File: src/rtl/core/pcis_pkg.sv
// Shared constants, types and saturation helpers of the contact impulse solver.
`timescale 1ns / 1ps
package pcis_pkg;

  // Particle count; a power of two, so that index reduction is a truncation.
  localparam int MAX_PARTICLES = 1024;
  localparam int IDX_W         = $clog2(MAX_PARTICLES);
  localparam int IN_IDX_W      = 10;
  localparam int POS_W         = 96;
  localparam int VM_W          = 127;
  localparam int DIV_NW        = 48;
  localparam int DIV_DW        = 32;
  localparam int DIV_CW        = $clog2(DIV_NW);

  localparam logic [2:0] ACT_LOAD_POS = 3'd0;
  localparam logic [2:0] ACT_LOAD_VEL = 3'd1;
  localparam logic [2:0] ACT_CONTACT  = 3'd2;
  localparam logic [2:0] ACT_INTEG    = 3'd3;
  localparam logic [2:0] ACT_READ_POS = 3'd4;
  localparam logic [2:0] ACT_READ_VEL = 3'd5;

  localparam logic [1:0] CFG_TIME_STEP  = 2'd0;
  localparam logic [1:0] CFG_STEP_RECIP = 2'd1;
  localparam logic [1:0] CFG_GRAVITY_Y  = 2'd2;

  localparam logic [30:0] TIME_STEP_RST  = 31'd1092;
  localparam logic [30:0] STEP_RECIP_RST = 31'd3932160;
  localparam logic signed [31:0] GRAVITY_RST = -32'sd642908;

  localparam logic signed [63:0] S32_MAX = 64'sd2147483647;
  localparam logic signed [63:0] S32_MIN = -64'sd2147483648;

  typedef enum logic [8:0] {
    S_IDLE  = 9'b000000001,
    S_ISSUE = 9'b000000010,
    S_WAITA = 9'b000000100,
    S_WAITB = 9'b000001000,
    S_MUL   = 9'b000010000,
    S_DIV   = 9'b000100000,
    S_APPLY = 9'b001000000,
    S_INT   = 9'b010000000,
    S_DONE  = 9'b100000000
  } state_t;

  typedef struct packed {
    logic busy;
    logic done;
  } div_stat_t;

  typedef struct packed {
    logic signed [31:0] val;
    logic               clip;
  } sat_t;

  function automatic logic signed [63:0] sx64(input logic signed [31:0] x);
    return $signed({{32{x[31]}}, x});
  endfunction

  function automatic sat_t sat32(input logic signed [63:0] x);
    sat_t r;
    if (x > S32_MAX) begin
      r.val  = 32'sh7FFFFFFF;
      r.clip = 1'b1;
    end else if (x < S32_MIN) begin
      r.val  = 32'sh80000000;
      r.clip = 1'b1;
    end else begin
      r.val  = x[31:0];
      r.clip = 1'b0;
    end
    return r;
  endfunction

  function automatic logic [IDX_W-1:0] pick(input logic [IN_IDX_W-1:0] i);
    logic [IDX_W+IN_IDX_W-1:0] t;
    t = {{IDX_W{1'b0}}, i};
    return t[IDX_W-1:0];
  endfunction

endpackage

File: src/rtl/core/pcis_div.sv
// Restoring unsigned divider producing one quotient bit per cycle.
`timescale 1ns / 1ps
module pcis_div (
  input  logic                          clk,
  input  logic                          rst_n,
  input  logic                          start,
  input  logic [pcis_pkg::DIV_NW-1:0]   num,
  input  logic [pcis_pkg::DIV_DW-1:0]   den,
  output pcis_pkg::div_stat_t           stat,
  output logic [pcis_pkg::DIV_NW-1:0]   quot
);
  import pcis_pkg::*;

  logic              busy_r;
  logic              done_r;
  logic [DIV_CW-1:0] cnt_r;
  logic [DIV_DW-1:0] rem_r;
  logic [DIV_DW-1:0] den_r;
  logic [DIV_NW-1:0] quo_r;
  logic [DIV_DW:0]   sh;
  logic [DIV_DW+1:0] diff;
  logic              ge;
  logic [DIV_DW-1:0] rem_nxt;

  always_comb begin
    sh      = {rem_r, quo_r[DIV_NW-1]};
    diff    = {1'b0, sh} - {2'b00, den_r};
    ge      = ~diff[DIV_DW+1];
    rem_nxt = ge ? diff[DIV_DW-1:0] : sh[DIV_DW-1:0];
  end

  always_ff @(posedge clk) begin
    if (!rst_n) begin
      busy_r <= 1'b0;
      done_r <= 1'b0;
      cnt_r  <= '0;
    end else begin
      done_r <= busy_r && !start && (cnt_r == DIV_CW'(DIV_NW - 1));
      if (start) begin
        busy_r <= 1'b1;
        cnt_r  <= '0;
      end else if (busy_r) begin
        cnt_r <= cnt_r + 1'b1;
        if (cnt_r == DIV_CW'(DIV_NW - 1)) begin
          busy_r <= 1'b0;
        end
      end
    end
  end

  always_ff @(posedge clk) begin
    if (start) begin
      rem_r <= '0;
      quo_r <= num;
      den_r <= den;
    end else if (busy_r) begin
      rem_r <= rem_nxt;
      quo_r <= {quo_r[DIV_NW-2:0], ge};
    end
  end

  assign stat.busy = busy_r;
  assign stat.done = done_r;
  assign quot      = quo_r;

endmodule

File: config.mk
export PLATFORM = sky130hd
export DESIGN_NAME = pcis_div
export DESIGN_NICKNAME = d
export VERILOG_FILES = /design/src/rtl/core/pcis_pkg.sv /design/src/rtl/core/pcis_div.sv
export SDC_FILE = /design/constraint.sdc
export NUM_CORES = 1
export LEC_CHECK = 0
export BUFFER_PORTS_ARGS = -buffer_cell sky130_fd_sc_hd__buf_2
export CAP_MARGIN = 10
export CELL_PAD_IN_SITES_DETAIL_PLACEMENT = 0
export CELL_PAD_IN_SITES_GLOBAL_PLACEMENT = 1
export CORE_ASPECT_RATIO = 1.2
export CORE_UTILIZATION = 47
export CTS_CLUSTER_SIZE = 20
export DETAILED_ROUTE_END_ITERATION = 10
export PLACE_DENSITY = 0.91
export RECOVER_POWER = 50
export SETUP_SLACK_MARGIN = 0.05
export SLEW_MARGIN = 20
export SYNTH_ARGS = -nofsm -noshare
export SYNTH_HDL_FRONTEND = slang
export SYNTH_SLANG_ARGS = --single-unit
File: constraint.sdc
create_clock -name clk -period 8.4 [get_ports clk]
set_clock_uncertainty 0.2 [all_clocks]
set_input_delay 1.26 -clock clk [delete_from_list [all_inputs] [get_ports clk]]
set_output_delay 1.26 -clock clk [all_outputs]
set_load 0.03 [all_outputs]
-- Word-level counts from Yosys, hierarchy flattened
Cells that the tools add are included.
- mux-type cells: 6
- equality and inequality tests: 1
- bitwise gates (word level): 2
- div/mod/pow operators: 0
- reduce and logical (&&, ||, !) cells: 5
- add/subtract/negate cells: 2
- shifts and indexed selects: 0
- order comparisons: 0
- $mul: 0
- operators with widths (cell ; count):
    $mux W48 ; 2
    $sub A33 B32 Y34 ; 1
    $mux W32 ; 1
    $add A6 B1 Y6 const B ; 1
    $eq A6 B6 Y1 const B ; 1
    $mux W1 ; 3
    $logic_and A1 B1 Y1 ; 2
    $not A1 Y1 ; 2
    $reduce_bool A2 Y1 ; 1
    $reduce_or A2 Y1 ; 1
    $logic_not A1 Y1 ; 1
- RAM bits: 0
- bits in read-only memories: 0
- bits in registers: 120
- memories: 0
- bits in latches: 0

-- Logic depth before layout (Yosys ltp)
Gate-level depths: netlist of run 1.
- depth after elaboration: 4
- gate-level depth with buffers: 13

-- Worst setup path before layout of run 1
OpenSTA, ideal clock, no wires.
- path type: register to register
- start: register quo_r[47], in the netlist quot[47]
- end: register rem_r[24]
- path slack: 5.150 ns
- cell stages (with the launch flop): 14
- arrival: 2.910 ns
- data required time: 8.060 ns
- buffers on the path: 0
- setup time: 0.140 ns
- path through: edfxtp_1 -> inv_1 -> ha_1 -> inv_1 -> fa_1 -> a21o_1 -> a221o_1 -> a32oi_2 -> o21bai_1 -> a21boi_1 -> o21ai_1 -> and4b_1 -> nor3_1 -> o221ai_1
- longest elaborated chain between the ends: 2
- ends and longest elaborated chain (what ; line ; text):
    start: declaration ; pcis_div.sv:19 ; logic [DIV_NW-1:0] quo_r;
    start signal: assignment ; pcis_div.sv:54 ; quo_r <= num;
    start signal: assignment ; pcis_div.sv:58 ; quo_r <= {quo_r[DIV_NW-2:0], ge};
    $sub A33 B32 Y34 ; pcis_div.sv:27 ; diff = {1'b0, sh} - {2'b00, den_r};
    $mux W32 ; pcis_div.sv:29 ; rem_nxt = ge ? diff[DIV_DW-1:0] : sh[DIV_DW-1:0];
    end signal: assignment ; pcis_div.sv:57 ; rem_r <= rem_nxt;
    end: declaration ; pcis_div.sv:17 ; logic [DIV_DW-1:0] rem_r;
No other way between the ends.
A chain may end at the register's enable or synchronous reset.

-- Final worst setup path of run 1
Same ends and word-level chain as after synthesis.

==> impl_results.md, run 1 <==
* Residual DRC at 0
* Relative slew slack at 0.351
* Core Area at 13800 µm²
* CP required at 8.47 ns
* Synth warn at 0
* Worst Path Max Fanout at 4
* WL/cell at 16.2 µm
* Most used cell, CP: inv_1
* CP endpoint kind: register
* Postcts setup bufs at 0
* Asr flop ratio synth at 0
* H-tree Lvls at 4
* Pin count of the biggest net entering global routing at 68
* Vias per Instance at 5.55
* Initial core utilization at 0.484
* Final HPWL DP at 10700 µm
* Clock latency at the later pin of the worst-skew pair at 0.42 ns
* Die height at 133 µm
* Slowest stage cell, crit path: fa_1
* CTS tree: yes
* Initial antenna violation count at 0
* Post-Syn Instances at 607
* Design area at 7900 µm²
* Hold wc startpoint: cnt_r[5]$_SDFFE_PP0P_
* Pins Over Slew Limit at 0
* Gpl congestion at 0.848
* Slowest cell delay on critical path at 0.40 ns
* Crit path time final at 3.40 ns
* Final setup viols at 0
* Critical Path AT at 3.47 ns
* Maximum clock path buffer count at 2
* Vias in the first global route at 5156
* Top cells by count, synth: edfxtp_1, nand2_1, nor2_1
* CP startpoint: quot[47]$_DFFE_PP_
* Synth Area per Inst at 11.0 µm²
* Crit path kind: register to register
* GRT Resource Usage Total at 0.210
* Tightest Hold Check Type: register to register
* Synth cell types at 66
* Layout area overhead at 18.1%
* Routed WL at 14800 µm
* Root Driver: clkbuf_16
* Period utilisation layout at 0.404
* Worst-Margin Slew at 0.972 ns
* Worst path cell trace: inv_1 -> ha_1 -> inv_1 -> fa_1 -> a21o_1 -> a221o_1 -> a32oi_2 -> o21bai_1 -> a21boi_1 -> o21ai_1 -> and4b_1 -> nor3_1 -> o221ai_1
* Final worst setup slack at 5.00 ns
* Fmax at 294 MHz
* Most used DFF post-synth: edfxtp_1
* Final ANT Viol Nets at 0
* Top cell type's share of synthesized area at 0.359
* Length of the first detailed-routing pass in iterations at 5
* Sequential share of the synthesized area at 0.479
* Pre-CTS WS at 4.78 ns
* Worst R2R Start: quot[47]$_DFFE_PP_
* Clock sink total at 120
* Setup TNS at 0 ns
* DIE WIDTH at 111 µm
* Cell family with most CP delay: compound AO/OA/AOI/OAI gates
* Seq cells post-synth at 120
* Post-synth EDFFs at 80
* Die ar. at 14700 µm²
* Max cap viols at 0
* Port bufs at 132
* Worst Setup Start Kind: register
* DR vias at 5089
* Final hold vios at 0
* Biggest area consumer among synthesized cells: edfxtp_1
* Gr ovfl total at 0
* Max IR drop VDD at 0.166 mV
* Ports at 133
* Antenna cell count at 0
* Layout cells sized above 1 at 0.292
* Clk slew on worst S/H paths at 0.06 ns
* Site Rows at 47
* Area contributors post-synth: edfxtp_1, dfxtp_1, mux2_2, ha_1, a311oi_2
* Net Count, Synth at 724
* 1st-iter DRT viols at 236
* Total CTS buffers at 17
* CTS resizes at 0
* Worst Path Buf+Inv at 2
* Area after DPL at 7410 µm²
* Cts hold-fix bufs at 0
* Status: completed
* Post-Syn Area at 6690 µm²
* First-pass GRT wire length at 24700 µm
* Pwr dens at 219 nW/µm²
* LEAKAGE at 3.24 nW
* Final layout net count at 850
* Count leader, synth: edfxtp_1
* RSZ-0062 raised after global routing: no
## through the flow
step,utilization,power [mW],std cells,hold slack [ns]
floorplan,-,1.00,607,0.253
global placement,0.536,1.08,885,0.266
detailed placement,0.536,1.09,885,0.285
CTS,0.575,1.74,917,0.293
global route,0.571,1.80,917,0.320
finish,0.571,1.73,917,0.288
## area by class of cell
| class | instances | area [µm²] |
|---|---|---|
| fillers | 1179 | 5920 |
| flip-flops and latches | 120 | 3200 |
| multi-input cells | 420 | 3160 |
| repair buffers | 135 | 639 |
| clock buffers | 18 | 429 |
| well taps | 171 | 214 |
| inverters | 39 | 146 |
| clock inverters | 14 | 103 |
## placed cells by master (no fill, tap or decap), drive strengths merged, types with 4 or more instances in the layout
master | Yosys | layout
a21o | 15 | 15
a31oi | 5 | 5
nor3 | 5 | 5
mux2 | 48 | 48
nand3 | 11 | 11
o21ai | 22 | 22
nor2b | 7 | 7
buf | 14 | 98
nand4 | 8 | 8
nand2 | 71 | 71
and3 | 5 | 5
a21oi | 32 | 32
mux2i | 5 | 5
xor2 | 11 | 11
clkinv | 1 | 9
a311oi | 21 | 21
o21bai | 7 | 7
xnor2 | 15 | 15
dfxtp | 40 | 40
edfxtp | 80 | 80
nor2 | 50 | 50
nor3b | 5 | 5
ha | 33 | 33
inv | 38 | 40
clkbuf | 14 | 55
clkinvlp | 0 | 4
## flip-flops by register name (all words and copies together) (netlist names)
name / count
done_r: 1
busy_r: 1
rem_r: 32
cnt_r: 6
quot: 48
den_r: 32
## final timing paths
path | depth (start not counted) | slack [ns] | endpoint
min reg2reg | 2 | 0.29 | cnt_r[5]$_SDFFE_PP0P_
max | 13 | 5.00 | rem_r[24]$_SDFFE_PP0P_
min | 2 | 0.29 | cnt_r[5]$_SDFFE_PP0P_
max reg2reg | 13 | 5.00 | rem_r[24]$_SDFFE_PP0P_
## cell families after synthesis
logic type                 Yosys count  share of synthesized area
and+or+nand+nor                    177                      0.126
AOI/OAI and AO/OA                  130                      0.159
DFF                                120                      0.479
buffers and inverters               67                     0.0485
muxes                               53                     0.0883
adders and majority gates           34                     0.0647
xor gates and xnor gates            26                     0.0341
## metal layers
layer  share of wire  track usage  routed length (µm)
met1            0.42        0.249                6250
met2            0.50        0.357                7440
met3           0.058       0.0582                 855
met4           0.020       0.0896                 290
met5               0            0                   0
## tightest hold or removal path: cells and delay by family (launching register included)
| kind | cells | cell delay [ns] |
|---|---|---|
| compound gates | 2 | 0.13 |
| flops | 1 | 0.31 |
## power breakdown
part / leakage (nW) / switching, mW / internal (mW)
combinational: 1.87 / 0.220 / 0.136
clock: 0.246 / 0.271 / 0.376
sequential: 1.12 / 0.0317 / 0.690
total: 3.24 / 0.523 / 1.20
No activity file was read; power rests on OpenSTA's default activity.
==> inputs of run 2 (changes only) <==
--- a/config.mk
+++ b/config.mk
@@ -10,10 +10,10 @@
 export CELL_PAD_IN_SITES_DETAIL_PLACEMENT = 0
 export CELL_PAD_IN_SITES_GLOBAL_PLACEMENT = 1
 export CORE_ASPECT_RATIO = 1.2
-export CORE_UTILIZATION = 47
+export CORE_UTILIZATION = 44
 export CTS_CLUSTER_SIZE = 20
 export DETAILED_ROUTE_END_ITERATION = 10
-export PLACE_DENSITY = 0.91
+export PLACE_DENSITY = 0.86
 export RECOVER_POWER = 50
 export SETUP_SLACK_MARGIN = 0.05
 export SLEW_MARGIN = 20
==> constraint.sdc (replaced) <==
create_clock -name clk -period 3.3 [get_ports clk]
set_clock_uncertainty 0.2 [all_clocks]
set_input_delay 0.495 -clock clk [delete_from_list [all_inputs] [get_ports clk]]
set_output_delay 0.495 -clock clk [all_outputs]
set_load 0.03 [all_outputs]
==> impl_results.md, run 2 (synthesized netlist as in run 1, its figures left out) <==
* Critical Path AT at 3.14 ns (-0.33 ns)
* Sink of the worst hold path: den_r[4]$_DFFE_PP_
* Layout Cells excl Fill at 968 (+5.6%)
* Clk slew on worst S/H paths at 0.06 ns (about the same)
* LEAKAGE at 3.46 nW (+6.8%)
* Final setup viols at 0 (unchanged)
* Die height at 137 µm (+3.3%)
* Switching portion of total power at 0.302 (-0.00144)
* # fillers at 1311 (+11%)
* Max IR drop VDD at 0.478 mV (+190%)
* Gpl congestion at 0.870 (+2.6%)
* Clock latency at the later pin of the worst-skew pair at 0.43 ns (about the same)
* Hold path depth at 1 (-1)
* DIE WIDTH at 115 µm (+3.3%)
* Crit path time final at 3.10 ns (-0.297 ns)
* Largest register FFs at 48 (unchanged)
* Initial antenna violation count at 0 (unchanged)
* CP required at 3.34 ns (-5.13 ns)
* Final HPWL DP at 11100 µm (+3.6%)
* Tightest Hold Check Type: primary input to register
* Slowest stage cell, crit path: a2111oi_4
* Vias per Instance at 5.37 (-3.3%)
* Worst-Margin Slew at 1.47 ns (+0.498 ns)
* Gr ovfl total at 0 (unchanged)
* Dpl cells at 935 (+5.6%)
* GRT Resource Usage Total at 0.209 (-0.00131)
* Crit path kind: register to register
* Max cap viols at 0 (unchanged)
* Layout cells sized above 1 at 0.356 (+0.0638)
* RSZ-0062 raised after global routing: yes
* Period utilisation layout at 0.939 (+0.535)
* Pins Over Slew Limit at 0 (unchanged)
* Clock sink total at 120 (unchanged)
* Commonest non-fill, non-tap cell in the layout: buf_2
* Final hold vios at 0 (unchanged)
* Relative slew slack at 0.0203 (-0.331)
* CP endpoint kind: register
* Layout area overhead at 22.9%
* CTS tree: yes
* Worst Path Buf+Inv at 1 (-1)
* Vias in the first global route at 5199 (+0.83%)
* Port bufs at 132 (unchanged)
* Status: completed
* Slowest cell delay on critical path at 0.52 ns (+0.12 ns)
* Internal power at 3.29 mW (+170%)
* Cts hold-fix bufs at 0 (unchanged)
* WL/cell at 16.0 µm (-0.84%)
* Worst R2R Start: den_r[28]$_DFFE_PP_
* Hold_ws at 0.0396 ns (-0.248 ns)
* 1st-iter DRT viols at 191 (-19%)
* Antenna cell count at 0 (unchanged)
* Worst path cell trace: inv_1 -> ha_1 -> a21oi_1 -> o21ai_2 -> a21o_1 -> a21o_1 -> a2111oi_4 -> o21a_2 -> or3_1 -> a311oi_2
* Residual DRC at 0 (unchanged)
* Switch Pwr at 1.42 mW (+170%)
* Clock power share at 0.405 (+0.030)
* Pin count of the biggest net entering global routing at 56 (-18%)
* First-pass GRT wire length at 25000 µm (+1.6%)
* Root Driver: clkbuf_16
* DR vias at 5196 (+2.1%)
* Initial core utilization at 0.449 (-0.0350)
* Worst Setup Start Kind: register
* Levels on crit path at 10 (-3)
* Final ANT Viol Nets at 0 (unchanged)
* Total power at 4.71 mW (+170%)
* Total CTS buffers at 17 (unchanged)
* Worst reg2reg path depth at 10 (-3)
* Setup TNS at 0 ns (unchanged)
* Worst R2R Setup Slack at 0.20 ns (-4.80 ns)
* Ports at 133 (unchanged)
* Combinational Power Share at 0.206 (about the same)
* Site Rows at 49 (+4.3%)
* Multi-input logic area at 3190 µm² (+0.91%)
* Core Area at 14900 µm² (+7.8%)
* Final layout net count at 868 (+2.1%)
* Worst Path Max Fanout at 13 (+9)
* Length of the first detailed-routing pass in iterations at 5 (unchanged)
* Cell family with most CP delay: compound AO/OA/AOI/OAI gates
* Fmax at 323 MHz (+9.6%)
* R2r endpoint: rem_r[11]$_SDFFE_PP0P_
* Routed WL at 15500 µm (+4.7%)
* Die ar. at 15700 µm² (+6.7%)
* Most used cell, CP: a21o_1
* Hold wc startpoint: den[4]
* Sequential share of power at 0.389 (-0.029)
* Register area at 3200 µm² (unchanged)
* H-tree Lvls at 4 (unchanged)
* Final core utilization at 0.551 (-0.0199)
* Leading cell types in the layout, fill and taps excluded: buf_2, edfxtp_1, nand2_1
* Pwr dens at 573 nW/µm² (+160%)
* Maximum clock path buffer count at 2 (unchanged)
-- run 2: cell count changes in the layout (fill, tap and decap cells not counted), moves of 3 or more --
cell        delta
inv_6          +4
clkbuf_1      -30
inv_8          +3
buf_4         +11
clkinvlp_4     -4
clkinv_1       -3
buf_2         +31
-- run 2: timing repair --
item                                    4_1_cts  5_1_grt
gates resized for setup                       0        4
setup buffers                                 0        0
endpoints found under the setup margin        0        9
-- run 2: layer usage --
metal / global-route usage / vias to the layer above / routed length [µm]
met4: 0.0945 / 0 / 362
li1: - / 2520 / -
met2: 0.359 / 171 / 7740
met1: 0.234 / 2474 / 6380
met5: 0 / - / 0
met3: 0.0700 / 31 / 1040
-- run 2: worst max-delay path by stage --
stage,slack [ns],endpoint,from
CTS,0.1,rem_r[30]$_SDFFE_PP0P_,quot[47]$_DFFE_PP_
floorplan,0.05,rem_r[24]$_SDFFE_PP0P_,quot[47]$_DFFE_PP_
global route,0.03,rem_r[24]$_SDFFE_PP0P_,quot[47]$_DFFE_PP_
detailed placement,0.11,rem_r[30]$_SDFFE_PP0P_,quot[47]$_DFFE_PP_
finish,0.20,rem_r[11]$_SDFFE_PP0P_,den_r[28]$_DFFE_PP_
global placement,0.18,rem_r[30]$_SDFFE_PP0P_,quot[47]$_DFFE_PP_
-- run 2: worst reg2reg max path, delay by kind of cell, from the launching register on --
kind,cells,cell delay [ns]
AO/OA/AOI/OAI,7,1.85
adder cells (fa/ha/maj),1,0.33
buffers and inverters,1,0.04
flip-flops,1,0.32
AND/OR/NAND/NOR,1,0.20
-- run 2: power by group through the flow --
| stage | sequential (mW) | clock [mW] | combinational (mW) |
|---|---|---|---|
| 2_1_floorplan | 1.97 | 0 | 0.583 |
| 3_3_place_gp | 1.85 | 0 | 0.948 |
| 3_5_place_dp | 1.86 | 0 | 0.962 |
| 4_1_cts | 1.83 | 1.94 | 0.967 |
| 5_1_grt | 1.85 | 1.99 | 1.06 |
| 6_report | 1.83 | 1.91 | 0.969 |
-- run 2: layout make-up --
type,count,share of cell area
Clock inverter,15,0.0216
Multi-Input combinational cell,421,0.388
Timing Repair Buffer,152,0.0996
Tap cell,204,0.0311
Sequential cell,120,0.390
Inverter,39,0.0178
Clock buffer,17,0.0518
-- run 2: stage by stage --
step	setup WS, ns	cell area [µm²]
final	0.201	8220
after global routing	0.0309	8220
after CTS	0.0966	8220
after detailed placement	0.113	7620
after global placement	0.179	7620
after floorplan	0.0504	6690
